### src/hw/rtl/range_scan_median_filter_macros.svh
// Assertion macros shared by the range scan median filter RTL.
`ifndef RANGE_SCAN_MEDIAN_FILTER_MACROS_SVH
`define RANGE_SCAN_MEDIAN_FILTER_MACROS_SVH

// The consequence must hold in the same cycle as the condition.
`define RSMF_ASSERT_SAME(name, cond, expr, msg) \
   name: assert property (@(posedge clock) disable iff (reset) (cond) |-> (expr)) \
      else $error(msg);

// The consequence must hold in the cycle after the condition.
`define RSMF_ASSERT_NEXT(name, cond, expr, msg) \
   name: assert property (@(posedge clock) disable iff (reset) (cond) |=> (expr)) \
      else $error(msg);

`endif

### src/hw/rtl/rsmf_pkg.sv
`timescale 1ns / 1ps
`default_nettype none

package rsmf_pkg;

   localparam int unsigned DIST_W     = 16;
   localparam int unsigned WIN_LEN    = 5;
   localparam int unsigned HIST_LEN   = WIN_LEN - 1;
   localparam int unsigned MID        = WIN_LEN / 2;
   localparam int unsigned HIST_IDX_W = $clog2(HIST_LEN);
   localparam int unsigned IDX_W      = $clog2(WIN_LEN);
   localparam int unsigned CNT_W      = 3;
   localparam int unsigned NRES_W     = 3;

   localparam int unsigned CSR_ADDR_W = 3;
   localparam int unsigned CSR_DATA_W = 32;

   typedef logic [DIST_W-1:0] dist_type;
   typedef dist_type [WIN_LEN-1:0] window_type;

   typedef struct packed {
      logic               owe;
      logic               filt;
      logic [NRES_W-1:0]  nres;
      logic               last_final;
      logic               set_owe;
      window_type         samples;
   } cmd_type;

   localparam dist_type MAX_RANGE_RESET = 16'd4000;

   localparam logic [CNT_W-1:0] CNT_HIST = 3'd4;
   localparam logic [CNT_W-1:0] CNT_FULL = 3'd5;

   localparam logic [NRES_W-1:0] NRES_NONE        = 3'd0;
   localparam logic [NRES_W-1:0] NRES_FIRST       = 3'd3;
   localparam logic [NRES_W-1:0] NRES_FIRST_LAST  = 3'd4;
   localparam logic [NRES_W-1:0] NRES_STEADY      = 3'd1;
   localparam logic [NRES_W-1:0] NRES_STEADY_LAST = 3'd3;

   localparam logic [CSR_ADDR_W-3:0] REG_MAX_RANGE = 1'b0;

endpackage

`default_nettype wire

### src/hw/rtl/rsmf_front.sv
`timescale 1ns / 1ps
`default_nettype none

module rsmf_front (
   input  logic               clock,
   input  logic               reset,
   input  logic               push,
   input  rsmf_pkg::dist_type dist_in,
   input  logic               last_in,
   input  logic               q_full,
   output logic               q_push,
   output rsmf_pkg::cmd_type  cmd
);
   import rsmf_pkg::*;

   dist_type           store_ff [HIST_LEN];
   dist_type           store_in [HIST_LEN];
   logic [CNT_W-1:0]   cnt_ff;
   logic [CNT_W-1:0]   cnt_in;
   logic               owe_ff;
   logic               owe_in;
   logic               accept;
   logic               filt;

   assign accept = push && !q_full;
   assign filt   = (cnt_ff >= CNT_HIST);
   assign q_push = accept && (owe_ff || last_in || filt);

   always_comb begin
      cmd.owe     = owe_ff;
      cmd.filt    = filt;
      cmd.set_owe = (cnt_ff == CNT_HIST) && last_in;
      for (int i = 0; i < HIST_LEN; i++) begin
         if (filt || (CNT_W'(i) < cnt_ff)) begin
            cmd.samples[i] = store_ff[i];
         end else begin
            cmd.samples[i] = dist_in;
         end
      end
      cmd.samples[HIST_LEN] = dist_in;
      if (!filt) begin
         cmd.nres       = last_in ? (NRES_W'(cnt_ff) + NRES_W'(1)) : NRES_NONE;
         cmd.last_final = 1'b1;
      end else if (cnt_ff == CNT_HIST) begin
         cmd.nres       = last_in ? NRES_FIRST_LAST : NRES_FIRST;
         cmd.last_final = 1'b0;
      end else begin
         cmd.nres       = last_in ? NRES_STEADY_LAST : NRES_STEADY;
         cmd.last_final = last_in;
      end
   end

   always_comb begin
      store_in = store_ff;
      cnt_in   = cnt_ff;
      owe_in   = owe_ff;
      if (accept) begin
         owe_in = cmd.set_owe;
         if (filt) begin
            for (int i = 0; i < HIST_LEN - 1; i++) begin
               store_in[i] = store_ff[i + 1];
            end
            store_in[HIST_LEN-1] = dist_in;
            cnt_in = last_in ? '0 : CNT_FULL;
         end else begin
            store_in[cnt_ff[HIST_IDX_W-1:0]] = dist_in;
            cnt_in = last_in ? '0 : (cnt_ff + CNT_W'(1));
         end
      end
   end

   always_ff @(posedge clock) begin
      if (reset) begin
         cnt_ff <= '0;
         owe_ff <= 1'b0;
      end else begin
         cnt_ff <= cnt_in;
         owe_ff <= owe_in;
      end
   end

   always_ff @(posedge clock) begin
      store_ff <= store_in;
   end

endmodule

`default_nettype wire

### src/hw/rtl/rsmf_queue.sv
`timescale 1ns / 1ps
`default_nettype none

module rsmf_queue #(
   parameter int unsigned DEPTH = 4
) (
   input  logic              clock,
   input  logic              reset,
   input  logic              push,
   input  rsmf_pkg::cmd_type wr_cmd,
   output logic              full,
   input  logic              pop,
   output logic              empty,
   output rsmf_pkg::cmd_type rd_cmd
);
   import rsmf_pkg::*;

   localparam int unsigned PTR_W = $clog2(DEPTH);
   localparam int unsigned CNT_QW = $clog2(DEPTH + 1);

   cmd_type             mem_ff [DEPTH];
   logic [PTR_W-1:0]    wr_ptr_ff;
   logic [PTR_W-1:0]    wr_ptr_in;
   logic [PTR_W-1:0]    rd_ptr_ff;
   logic [PTR_W-1:0]    rd_ptr_in;
   logic [CNT_QW-1:0]   count_ff;
   logic [CNT_QW-1:0]   count_in;
   logic                push_fire;
   logic                pop_fire;

   assign full      = (count_ff == CNT_QW'(DEPTH));
   assign empty     = (count_ff == '0);
   assign push_fire = push && !full;
   assign pop_fire  = pop && !empty;
   assign rd_cmd    = mem_ff[rd_ptr_ff];

   always_comb begin
      wr_ptr_in = wr_ptr_ff;
      rd_ptr_in = rd_ptr_ff;
      count_in  = count_ff;
      if (push_fire) begin
         wr_ptr_in = (wr_ptr_ff == PTR_W'(DEPTH - 1)) ? '0 : (wr_ptr_ff + PTR_W'(1));
      end
      if (pop_fire) begin
         rd_ptr_in = (rd_ptr_ff == PTR_W'(DEPTH - 1)) ? '0 : (rd_ptr_ff + PTR_W'(1));
      end
      if (push_fire && !pop_fire) begin
         count_in = count_ff + CNT_QW'(1);
      end else if (pop_fire && !push_fire) begin
         count_in = count_ff - CNT_QW'(1);
      end
   end

   always_ff @(posedge clock) begin
      if (reset) begin
         wr_ptr_ff <= '0;
         rd_ptr_ff <= '0;
         count_ff  <= '0;
      end else begin
         wr_ptr_ff <= wr_ptr_in;
         rd_ptr_ff <= rd_ptr_in;
         count_ff  <= count_in;
      end
   end

   always_ff @(posedge clock) begin
      if (push_fire) begin
         mem_ff[wr_ptr_ff] <= wr_cmd;
      end
   end

endmodule

`default_nettype wire

### src/hw/rtl/rsmf_sort.sv
`timescale 1ns / 1ps
`default_nettype none

module rsmf_sort (
   input  logic              clock,
   input  logic              reset,
   input  logic              in_valid,
   output logic              in_ready,
   input  rsmf_pkg::cmd_type in_cmd,
   output logic              out_valid,
   input  logic              out_ready,
   output rsmf_pkg::cmd_type out_cmd
);
   import rsmf_pkg::*;

   function automatic window_type cmp_swap(input window_type w, input int unsigned lo,
                                           input int unsigned hi);
      window_type r;
      r = w;
      if (w[lo] > w[hi]) begin
         r[lo] = w[hi];
         r[hi] = w[lo];
      end
      return r;
   endfunction

   logic      a_valid_ff;
   logic      a_valid_in;
   cmd_type   a_cmd_ff;
   cmd_type   a_cmd_in;
   logic      b_valid_ff;
   logic      b_valid_in;
   cmd_type   b_cmd_ff;
   cmd_type   b_cmd_in;
   logic      a_ready;
   logic      b_ready;

   assign b_ready   = !b_valid_ff || out_ready;
   assign a_ready   = !a_valid_ff || b_ready;
   assign in_ready  = a_ready;
   assign out_valid = b_valid_ff;
   assign out_cmd   = b_cmd_ff;

   // Pass-through commands keep their samples in scan order.
   always_comb begin
      a_cmd_in = in_cmd;
      if (in_cmd.filt) begin
         a_cmd_in.samples = cmp_swap(a_cmd_in.samples, 0, 1);
         a_cmd_in.samples = cmp_swap(a_cmd_in.samples, 3, 4);
         a_cmd_in.samples = cmp_swap(a_cmd_in.samples, 2, 4);
         a_cmd_in.samples = cmp_swap(a_cmd_in.samples, 2, 3);
         a_cmd_in.samples = cmp_swap(a_cmd_in.samples, 1, 4);
      end
      b_cmd_in = a_cmd_ff;
      if (a_cmd_ff.filt) begin
         b_cmd_in.samples = cmp_swap(b_cmd_in.samples, 0, 3);
         b_cmd_in.samples = cmp_swap(b_cmd_in.samples, 0, 2);
         b_cmd_in.samples = cmp_swap(b_cmd_in.samples, 1, 3);
         b_cmd_in.samples = cmp_swap(b_cmd_in.samples, 1, 2);
      end
      a_valid_in = a_ready ? in_valid : a_valid_ff;
      b_valid_in = b_ready ? a_valid_ff : b_valid_ff;
   end

   always_ff @(posedge clock) begin
      if (reset) begin
         a_valid_ff <= 1'b0;
         b_valid_ff <= 1'b0;
      end else begin
         a_valid_ff <= a_valid_in;
         b_valid_ff <= b_valid_in;
      end
   end

   always_ff @(posedge clock) begin
      if (a_ready) begin
         a_cmd_ff <= a_cmd_in;
      end
      if (b_ready) begin
         b_cmd_ff <= b_cmd_in;
      end
   end

endmodule

`default_nettype wire

### src/hw/rtl/rsmf_expand.sv
`timescale 1ns / 1ps
`default_nettype none

module rsmf_expand (
   input  logic               clock,
   input  logic               reset,
   input  rsmf_pkg::dist_type max_range,
   input  logic               in_valid,
   output logic               in_ready,
   input  rsmf_pkg::cmd_type  in_cmd,
   output logic               out_valid,
   input  logic               out_pop,
   output rsmf_pkg::dist_type dist_out,
   output logic               last_out,
   output logic               short_scan
);
   import rsmf_pkg::*;

   function automatic logic no_return(input dist_type v, input dist_type limit);
      return ({1'b0, v} + (DIST_W + 1)'(1)) >= {1'b0, limit};
   endfunction

   logic                busy_ff;
   logic                busy_in;
   logic                owe_left_ff;
   logic                owe_left_in;
   logic [IDX_W-1:0]    idx_ff;
   logic [IDX_W-1:0]    idx_in;
   logic [NRES_W-1:0]   nres_ff;
   logic [NRES_W-1:0]   nres_in;
   logic                short_ff;
   logic                short_in;
   logic                last_final_ff;
   logic                last_final_in;
   window_type          samples_ff;
   window_type          samples_in;
   dist_type            f_ff;
   dist_type            f_in;
   dist_type            owe_val_ff;
   dist_type            owe_val_in;
   logic                out_valid_ff;
   logic                out_valid_in;
   dist_type            out_dist_ff;
   dist_type            out_dist_in;
   logic                out_last_ff;
   logic                out_last_in;
   logic                out_short_ff;
   logic                out_short_in;
   dist_type            f_new;
   logic                out_free;
   logic                emit;
   logic                at_end;
   logic                finish;
   logic                load;

   // A no-return median falls back to the next smaller value, then to the smallest.
   always_comb begin
      if (no_return(in_cmd.samples[MID], max_range)) begin
         if (no_return(in_cmd.samples[MID-1], max_range)) begin
            f_new = in_cmd.samples[MID-2];
         end else begin
            f_new = in_cmd.samples[MID-1];
         end
      end else begin
         f_new = in_cmd.samples[MID];
      end
   end

   assign out_free   = !out_valid_ff || out_pop;
   assign emit       = busy_ff && out_free;
   assign at_end     = (NRES_W'(idx_ff) == (nres_ff - NRES_W'(1)));
   assign finish     = emit && (owe_left_ff ? (nres_ff == NRES_NONE) : at_end);
   assign in_ready   = !busy_ff || finish;
   assign load       = in_valid && in_ready;
   assign out_valid  = out_valid_ff;
   assign dist_out   = out_dist_ff;
   assign last_out   = out_last_ff;
   assign short_scan = out_short_ff;

   always_comb begin
      busy_in       = busy_ff;
      owe_left_in   = owe_left_ff;
      idx_in        = idx_ff;
      nres_in       = nres_ff;
      short_in      = short_ff;
      last_final_in = last_final_ff;
      samples_in    = samples_ff;
      f_in          = f_ff;
      owe_val_in    = owe_val_ff;
      out_valid_in  = out_valid_ff;
      out_dist_in   = out_dist_ff;
      out_last_in   = out_last_ff;
      out_short_in  = out_short_ff;

      if (emit) begin
         out_valid_in = 1'b1;
         if (owe_left_ff) begin
            out_dist_in  = owe_val_ff;
            out_last_in  = 1'b1;
            out_short_in = 1'b0;
            owe_left_in  = 1'b0;
         end else begin
            out_dist_in  = short_ff ? samples_ff[idx_ff] : f_ff;
            out_last_in  = last_final_ff && at_end;
            out_short_in = short_ff;
            idx_in       = idx_ff + IDX_W'(1);
         end
      end else if (out_pop) begin
         out_valid_in = 1'b0;
      end

      if (finish) begin
         busy_in = 1'b0;
      end

      if (load) begin
         busy_in       = 1'b1;
         owe_left_in   = in_cmd.owe;
         idx_in        = '0;
         nres_in       = in_cmd.nres;
         short_in      = !in_cmd.filt;
         last_final_in = in_cmd.last_final;
         samples_in    = in_cmd.samples;
         f_in          = f_new;
         if (in_cmd.set_owe) begin
            owe_val_in = f_new;
         end
      end
   end

   always_ff @(posedge clock) begin
      if (reset) begin
         busy_ff      <= 1'b0;
         owe_left_ff  <= 1'b0;
         out_valid_ff <= 1'b0;
      end else begin
         busy_ff      <= busy_in;
         owe_left_ff  <= owe_left_in;
         out_valid_ff <= out_valid_in;
      end
   end

   always_ff @(posedge clock) begin
      idx_ff        <= idx_in;
      nres_ff       <= nres_in;
      short_ff      <= short_in;
      last_final_ff <= last_final_in;
      samples_ff    <= samples_in;
      f_ff          <= f_in;
      owe_val_ff    <= owe_val_in;
      out_dist_ff   <= out_dist_in;
      out_last_ff   <= out_last_in;
      out_short_ff  <= out_short_in;
   end

endmodule

`default_nettype wire

### src/hw/rtl/range_scan_median_filter.sv
// Channel  Direction  Handshake                    Contents
// req      in         req_push, req_full           req_dist_in, req_last_in
// rsp      out        rsp_empty, rsp_pop           rsp_dist_out, rsp_last_out, rsp_short_scan
// csr      in/out     APB, csr_pready tied high    max_range at byte address 0
//
// One sample transaction can be taken every cycle while req_full is low; it yields zero to
// four results. The expander hands out one result per cycle while rsp_pop takes them, which
// sets the sustained rate: one sample per cycle while each sample gives one result, and fewer
// at the ends of a scan. A result passes through the command queue, two compare-exchange
// stages, then the expander and its output register.
// Reset clears the scan position and every valid bit; max_range returns to 4000. The command
// queue lets the input run on while the output is stalled.
`timescale 1ns / 1ps
`default_nettype none
`include "range_scan_median_filter_macros.svh"

module range_scan_median_filter #(
   parameter int unsigned QUEUE_DEPTH = 4
) (
   input  logic                                  clock,
   input  logic                                  reset,
   input  logic                                  req_push,
   output logic                                  req_full,
   input  rsmf_pkg::dist_type                    req_dist_in,
   input  logic                                  req_last_in,
   output logic                                  rsp_empty,
   input  logic                                  rsp_pop,
   output rsmf_pkg::dist_type                    rsp_dist_out,
   output logic                                  rsp_last_out,
   output logic                                  rsp_short_scan,
   input  logic                                  csr_psel,
   input  logic                                  csr_penable,
   input  logic                                  csr_pwrite,
   input  logic [rsmf_pkg::CSR_ADDR_W-1:0]       csr_paddr,
   input  logic [rsmf_pkg::CSR_DATA_W-1:0]       csr_pwdata,
   output logic [rsmf_pkg::CSR_DATA_W-1:0]       csr_prdata,
   output logic                                  csr_pready
);
   import rsmf_pkg::*;

   dist_type   max_range_ff;
   dist_type   max_range_in;
   logic       reg_hit;
   logic       q_push;
   logic       q_full;
   logic       q_empty;
   logic       q_pop;
   cmd_type    front_cmd;
   cmd_type    q_cmd;
   logic       sort_ready;
   logic       sort_valid;
   cmd_type    sort_cmd;
   logic       exp_ready;
   logic       out_valid;

   assign reg_hit    = (csr_paddr[CSR_ADDR_W-1:2] == REG_MAX_RANGE);
   assign csr_pready = 1'b1;
   assign csr_prdata = reg_hit ? CSR_DATA_W'(max_range_ff) : '0;

   always_comb begin
      max_range_in = max_range_ff;
      if (csr_psel && csr_penable && csr_pwrite && reg_hit) begin
         max_range_in = csr_pwdata[DIST_W-1:0];
      end
   end

   always_ff @(posedge clock) begin
      if (reset) begin
         max_range_ff <= MAX_RANGE_RESET;
      end else begin
         max_range_ff <= max_range_in;
      end
   end

   assign req_full  = q_full;
   assign q_pop     = sort_ready;
   assign rsp_empty = !out_valid;

   rsmf_front u_front (
      .clock   (clock),
      .reset   (reset),
      .push    (req_push),
      .dist_in (req_dist_in),
      .last_in (req_last_in),
      .q_full  (q_full),
      .q_push  (q_push),
      .cmd     (front_cmd)
   );

   rsmf_queue #(
      .DEPTH (QUEUE_DEPTH)
   ) u_queue (
      .clock  (clock),
      .reset  (reset),
      .push   (q_push),
      .wr_cmd (front_cmd),
      .full   (q_full),
      .pop    (q_pop),
      .empty  (q_empty),
      .rd_cmd (q_cmd)
   );

   rsmf_sort u_sort (
      .clock     (clock),
      .reset     (reset),
      .in_valid  (!q_empty),
      .in_ready  (sort_ready),
      .in_cmd    (q_cmd),
      .out_valid (sort_valid),
      .out_ready (exp_ready),
      .out_cmd   (sort_cmd)
   );

   rsmf_expand u_expand (
      .clock      (clock),
      .reset      (reset),
      .max_range  (max_range_ff),
      .in_valid   (sort_valid),
      .in_ready   (exp_ready),
      .in_cmd     (sort_cmd),
      .out_valid  (out_valid),
      .out_pop    (rsp_pop),
      .dist_out   (rsp_dist_out),
      .last_out   (rsp_last_out),
      .short_scan (rsp_short_scan)
   );

   `RSMF_ASSERT_NEXT(a_short_run, !rsp_empty && rsp_pop && rsp_short_scan && !rsp_last_out, !rsp_empty && rsp_short_scan, "short scan transaction interrupted")
   `RSMF_ASSERT_SAME(a_reset_empty, $past(reset), rsp_empty, "result present right after reset")

endmodule

`default_nettype wire

### config.mk
export PLATFORM = sky130hd
export DESIGN_NAME = range_scan_median_filter
export DESIGN_NICKNAME = d
export VERILOG_FILES = /design/src/hw/rtl/rsmf_pkg.sv /design/src/hw/rtl/rsmf_front.sv /design/src/hw/rtl/rsmf_queue.sv /design/src/hw/rtl/rsmf_sort.sv /design/src/hw/rtl/rsmf_expand.sv /design/src/hw/rtl/range_scan_median_filter.sv
export VERILOG_INCLUDE_DIRS = /design/src /design/src/hw/rtl
export SDC_FILE = /design/constraint.sdc
export NUM_CORES = 1
export LEC_CHECK = 0
export BUFFER_PORTS_ARGS = -buffer_cell sky130_fd_sc_hd__buf_2
export CAP_MARGIN = 20
export CORE_ASPECT_RATIO = 0.9
export CORE_MARGIN = 4
export CORE_UTILIZATION = 45
export DETAILED_ROUTE_END_ITERATION = 6
export HOLD_SLACK_MARGIN = 0.1
export PLACE_DENSITY = 0.64
export SLEW_MARGIN = 20
export SYNTH_ARGS = -nofsm -noshare
export SYNTH_HDL_FRONTEND = slang
export SYNTH_SLANG_ARGS = --single-unit
### constraint.sdc
create_clock -name clock -period 19.3 [get_ports clock]
set_input_delay 0.965 -clock clock [delete_from_list [all_inputs] [get_ports clock]]
set_output_delay 0.965 -clock clock [all_outputs]
set_load 0.05 [all_outputs]
Word level (Yosys, flattened, before mapping)
Memory sizes are Yosys's and may differ from the RTL's. A register that Yosys moved wholly into a read port is not among the register bits.
Cells that the tools add are included.
Operators by class
  add/subtract/negate cells: 9
  magnitude comparators: 19
  equality and inequality tests: 5
  multiplexer cells: 62
  bitwise operators: 3
  reduce and logical (&&, ||, !) cells: 42
Operator list (count)
  $mux 16: 27
  $mux 32: 6
  $gt 16x16->1: 9
  $mux 64: 2
  $mux 80: 1
  $bwmux 64: 1
  $bmux 16 s3: 1
  $add 16x1->17 const B: 2
  $ge 17x16->1: 2
  $demux 16 s2: 1
  $mux 3: 7
  $logic_and 1x1->1: 15
  $logic_or 1x1->1: 10
  $mux 2: 5
  $add 3x1->3 const B: 3
  $logic_not 1->1: 9
  $mux 1: 9
  $mux 4: 2
  $reduce_bool 2->1: 4
  $eq 3x3->1 const B: 2
  $ge 3x3->1 const B: 2
  $logic_not 3->1: 2
  $lt 1x3->1 const A: 2
  $lt 2x3->1 const A: 2
  9 further kinds: 14
Storage, ports and cells
  register bits after elaboration: 408
  bits in writable memories: 348
  input port bits: 59
  output and inout bits: 53
  logic and storage cells: 190
  memories: 1
Memories
  u_queue.mem_ff: words 4, bits a word 87, rd ports 1, clocked after Yosys merged registers in 1, wr ports 1, line rsmf_queue.sv:21  | cmd_type mem_ff [DEPTH];

Depth between registers and ports, before layout
  word-level depth: 11
  gate-level depth with buffers: 40
  mapped depth without buffers: 32

Cells and area by module
A second synthesis with hierarchy kept.
Second synthesis, totals
  cells, all modules: 2872
  area total of the unflattened synthesis: 38644.6 sq um
By module, submodules not included
  rsmf_sort: times used 1, cells each 1438, area each 13810.7 sq um, sequential area each 5265.0 sq um
  rsmf_queue: times used 1, cells each 505, area each 13025.0 sq um, sequential area each 10630.2 sq um
  rsmf_expand: times used 1, cells each 532, area each 7010.5 sq um, sequential area each 4174.0 sq um
  rsmf_front: times used 1, cells each 289, area each 3833.7 sq um, sequential area each 2001.9 sq um
  range_scan_median_filter: times used 1, cells each 108, area each 964.7 sq um, sequential area each 320.3 sq um

Least setup slack after synthesis
No wires, ideal clock.
  path kind: flip-flop to flip-flop
  start point: register with a tool-made name
  end point: register u_sort.a_cmd_ff[65] (netlist bit), data pin
  library setup time: 0.266 ns
  arrival time: 7.670 ns
  required time: 19.034 ns
  path slack: 11.364 ns
  stages on the path, launching flop included: 38
  path buffers: 8
  clock period less this slack: 7.936 ns
  cell sequence: dfxtp_1 buf_4 buf_2 buf_1 mux4_2 ha_1 a21oi_1 o21ai_0 a21oi_1 nor3b_1 nand2b_1 clkbuf_1 clkbuf_1 mux2_2 inv_1 ha_1 a21o_1 a21o_1 [2 not listed] a21oi_1 nor2b_1 a311oi_4 buf_6 mux2i_1 ha_1 a21o_1 a21o_1 a21o_1 a21oi_1 o21ai_0 o221ai_1 a21oi_1 and2_1 clkbuf_1 clkbuf_1 a22oi_1 o21ai_0
RTL lines
  end signal, assigned: line rsmf_sort.sv:77  | a_cmd_ff <= a_cmd_in;
  end, declared: line rsmf_sort.sv:29  | cmd_type a_cmd_ff;

==> out/results.txt <==
I/O pin cnt - 112
WP data required - 19600 ps
Die Area - 87800 µm²
Most frequent CP cell - buf_4
CTS tree - yes
Antenna violations before repair - 2
Fin. Hold Viols - 0
Largest incremental delay on the critical path - 670 ps
CTS root buf - clkbuf_16
First-pass GRT wire length - 131000 µm
Run status - finished clean
Total wire length - 84900 µm
Die X-Extent - 312 µm
R2r setup slk - 8480 ps
EDFF count, synth - 721
Hold Startpoint - u_sort.out_cmd[63]$_DFFE_PP_
GPL Wtd Cong - 0.891
Initial detailed-routing violation count - 1676
Synthesis-to-finish area growth - 11.5%
Die Ht - 281 µm
Gr ovfl total - 0
WHS Endpoint - u_expand.samples_ff[63]$_DFFE_PP_
Setup crit start kind - flop
RSZ-0062 raised after global routing - false
Seq cells post-synth - 758
Placed wire-length estimate - 59200 µm
Clock latency on the worst-skew pair - 640 ps
Fin nets - 3021
PortBufs - 76
Setup bufs post-CTS - 0
DR vias - 22172
Synth cell types - 62
Commonest non-fill, non-tap cell in the layout - edfxtp_1
CTS HTree Levels - 3
Cells resized by post-CTS repair - 0
RR Endpoint - u_sort.a_cmd_ff[42]$_DFFE_PP_
Clock Pin Slew Worst Setup and Hold Paths - 60 ps
Clock Sink Count - 758
Final Slew Violations - 0
Slew at the pin closest to its max-slew limit - 1040 ps
# rows - 100
Main synth FF type - edfxtp_1
# hold bufs at CTS - 0
Residual DRC - 0
Core Util, Final - 0.505
FFs w/ async S/R, synth - 0
Via density - 5.68
Core area - 82600 µm²
Fillers - 6964
Routed len/inst - 21.7 µm
Syn avg cell area - 13.8 µm²
Post-synthesis sequential area ratio - 0.599
Worst slew margin - 0.308
Crit-path max FO - 46
WHS Path Cells - 0
Antenna-violating nets left - 0
Synth warn - 0
Number of global-route vias before repair - 22007
Drt pass-1 iters - 5
Worst min path class - reg -> reg
Largest net degree at the start of global routing - 114
CP endpoint kind - flop
Slowest CP cell - nand2b_1
Fmax - 92.5 MHz
Max_cap viols - 0
Setup TNS - 0 ps
Layout cells sized above 1 - 0.200
Global-route usage over all layers - 0.192
Initial Util - 0.453
WS Path Type - reg -> reg
Period minus WS final - 10820 ps
CTS buffer count - 80
Setup violators final - 0
Clock Skew - 25.7 ps
Commonest cells after routing, fill and taps aside - edfxtp_1, nor2_1, ha_1, mux2_2, inv_1
Clock tree buffer depth - 3
Post-Syn Area - 37400 µm²
Worst path arrival time - 11110 ps
Mapped Cells - 2708
Final Cycle Share - 0.560
R2R depth - 35
==> through the flow <==
stage | cell area [µm²] | setup WS [ps] | hold slack (ps) | instances
after floorplan | 37500 | 11360 | 400 | 2723
after global placement | 38900 | 8790 | 408 | 3757
after detailed placement | 38900 | 8540 | 405 | 3757
after CTS | 41700 | 8500 | 406 | 3903
after global routing | 41700 | 8000 | 419 | 3906
final | 41700 | 8480 | 404 | 3906
==> routing by layer <==
layer / wire, µm / part of all wire / vias to the layer above / track usage
met5: 0 / 0 / - / 0
li1: - / - / 10454 / -
met1: 39700 / 0.47 / 10991 / 0.279
met3: 3830 / 0.045 / 142 / 0.0251
met2: 39000 / 0.46 / 585 / 0.305
met4: 2380 / 0.028 / 0 / 0.0603
==> cells in the mapped netlist, types with 3 or more instances <==
| cell type | number | area (µm²) |
|---|---|---|
| a22o_1 | 48 | 420 |
| a21o_1 | 21 | 158 |
| a211o_1 | 10 | 87.6 |
| and3_1 | 8 | 50.1 |
| nand2_1 | 147 | 552 |
| xor2_1 | 14 | 123 |
| nand2b_1 | 27 | 169 |
| o211ai_1 | 25 | 188 |
| mux2_2 | 191 | 2150 |
| clkinv_1 | 3 | 11.3 |
| and2_1 | 10 | 62.6 |
| buf_1 | 18 | 67.6 |
| mux4_2 | 101 | 2270 |
| nand3_1 | 35 | 175 |
| dfxtp_1 | 37 | 741 |
| nor2b_1 | 39 | 244 |
| a21oi_1 | 132 | 661 |
| a2111oi_0 | 3 | 26.3 |
| inv_1 | 165 | 619 |
| a31o_2 | 13 | 114 |
| nor4_1 | 5 | 31.3 |
| edfxtp_1 | 721 | 21700 |
| mux2i_1 | 86 | 861 |
| a22oi_1 | 15 | 113 |
| nor2_1 | 211 | 792 |
| o221ai_1 | 18 | 158 |
| clkbuf_1 | 107 | 402 |
| a221oi_1 | 32 | 280 |
| buf_2 | 4 | 20.0 |
| xnor2_1 | 23 | 201 |
| ha_1 | 192 | 2400 |
| nor3_1 | 18 | 90.1 |
| a211oi_1 | 5 | 37.5 |
| a41oi_1 | 3 | 26.3 |
| buf_4 | 19 | 143 |
| o31ai_1 | 31 | 233 |
| nand4_1 | 32 | 200 |
| o21a_1 | 19 | 143 |
| o21ai_0 | 90 | 450 |
==> critical path: cells and delay by family (launching register included) <==
kind,cells,cell delay (ps)
buffers and inverters,7,2440
multiplexers,3,1240
flip-flops,1,590
AND/OR/NAND/NOR,4,1480
adder cells (fa/ha/maj),3,820
AO/OA/AOI/OAI,18,3780
==> final cells by class <==
cell class / instances / area (µm²) / share of cell area
antenna: 2 / 5.00 / 0.000120
clock buffer: 103 / 2130 / 0.0511
clock inverter: 43 / 586 / 0.0140
inverter: 168 / 631 / 0.0151
multi-input combinational: 1647 / 13900 / 0.334
sequential: 758 / 22400 / 0.537
tap: 1071 / 1340 / 0.0321
timing repair buffer: 114 / 698 / 0.0167
==> kinds of logic after synthesis <==
kind of cell	Yosys count	share of synthesized area
other	2	0.000201
adders and majority gates	193	0.0648
buffers and inverters	318	0.0344
muxes	378	0.141
xor gates and xnor gates	37	0.00867
and+or+nand+nor	542	0.0654
AOI/OAI and AO/OA	480	0.0865
DFF	758	0.599
==> flip-flops by register name (all words and copies together) (netlist names), 3 cells and up, named ones only <==
name                 flops
max_range_ff            16
u_expand.dist_out       16
u_expand.f_ff           16
u_expand.idx_ff          3
u_expand.nres_ff         3
u_expand.owe_val_ff     16
u_expand.samples_ff     80
u_front.cnt_ff           3
u_front.store_ff        64
u_queue.count_ff         3
u_queue.mem_ff         348
u_sort.a_cmd_ff         87
u_sort.out_cmd          87
==> how the worst max path moves through the flow <==
stage | from | end | slack (ps) | cells after the start
5_1_grt | flop | u_sort.a_cmd_ff[42]$_DFFE_PP_ | 8000 | 35
3_3_place_gp | flop | u_sort.a_cmd_ff[42]$_DFFE_PP_ | 8790 | 35
6_report | flop | u_sort.a_cmd_ff[42]$_DFFE_PP_ | 8480 | 35
3_5_place_dp | flop | u_sort.a_cmd_ff[42]$_DFFE_PP_ | 8540 | 35
4_1_cts | flop | u_sort.a_cmd_ff[42]$_DFFE_PP_ | 8500 | 35
2_1_floorplan | flop | u_sort.a_cmd_ff[65]$_DFFE_PP_ | 11360 | 37
Power is left out: the tool's default activity adds up to more than one toggle a clock period on the data nets, which glitch-free logic cannot reach.
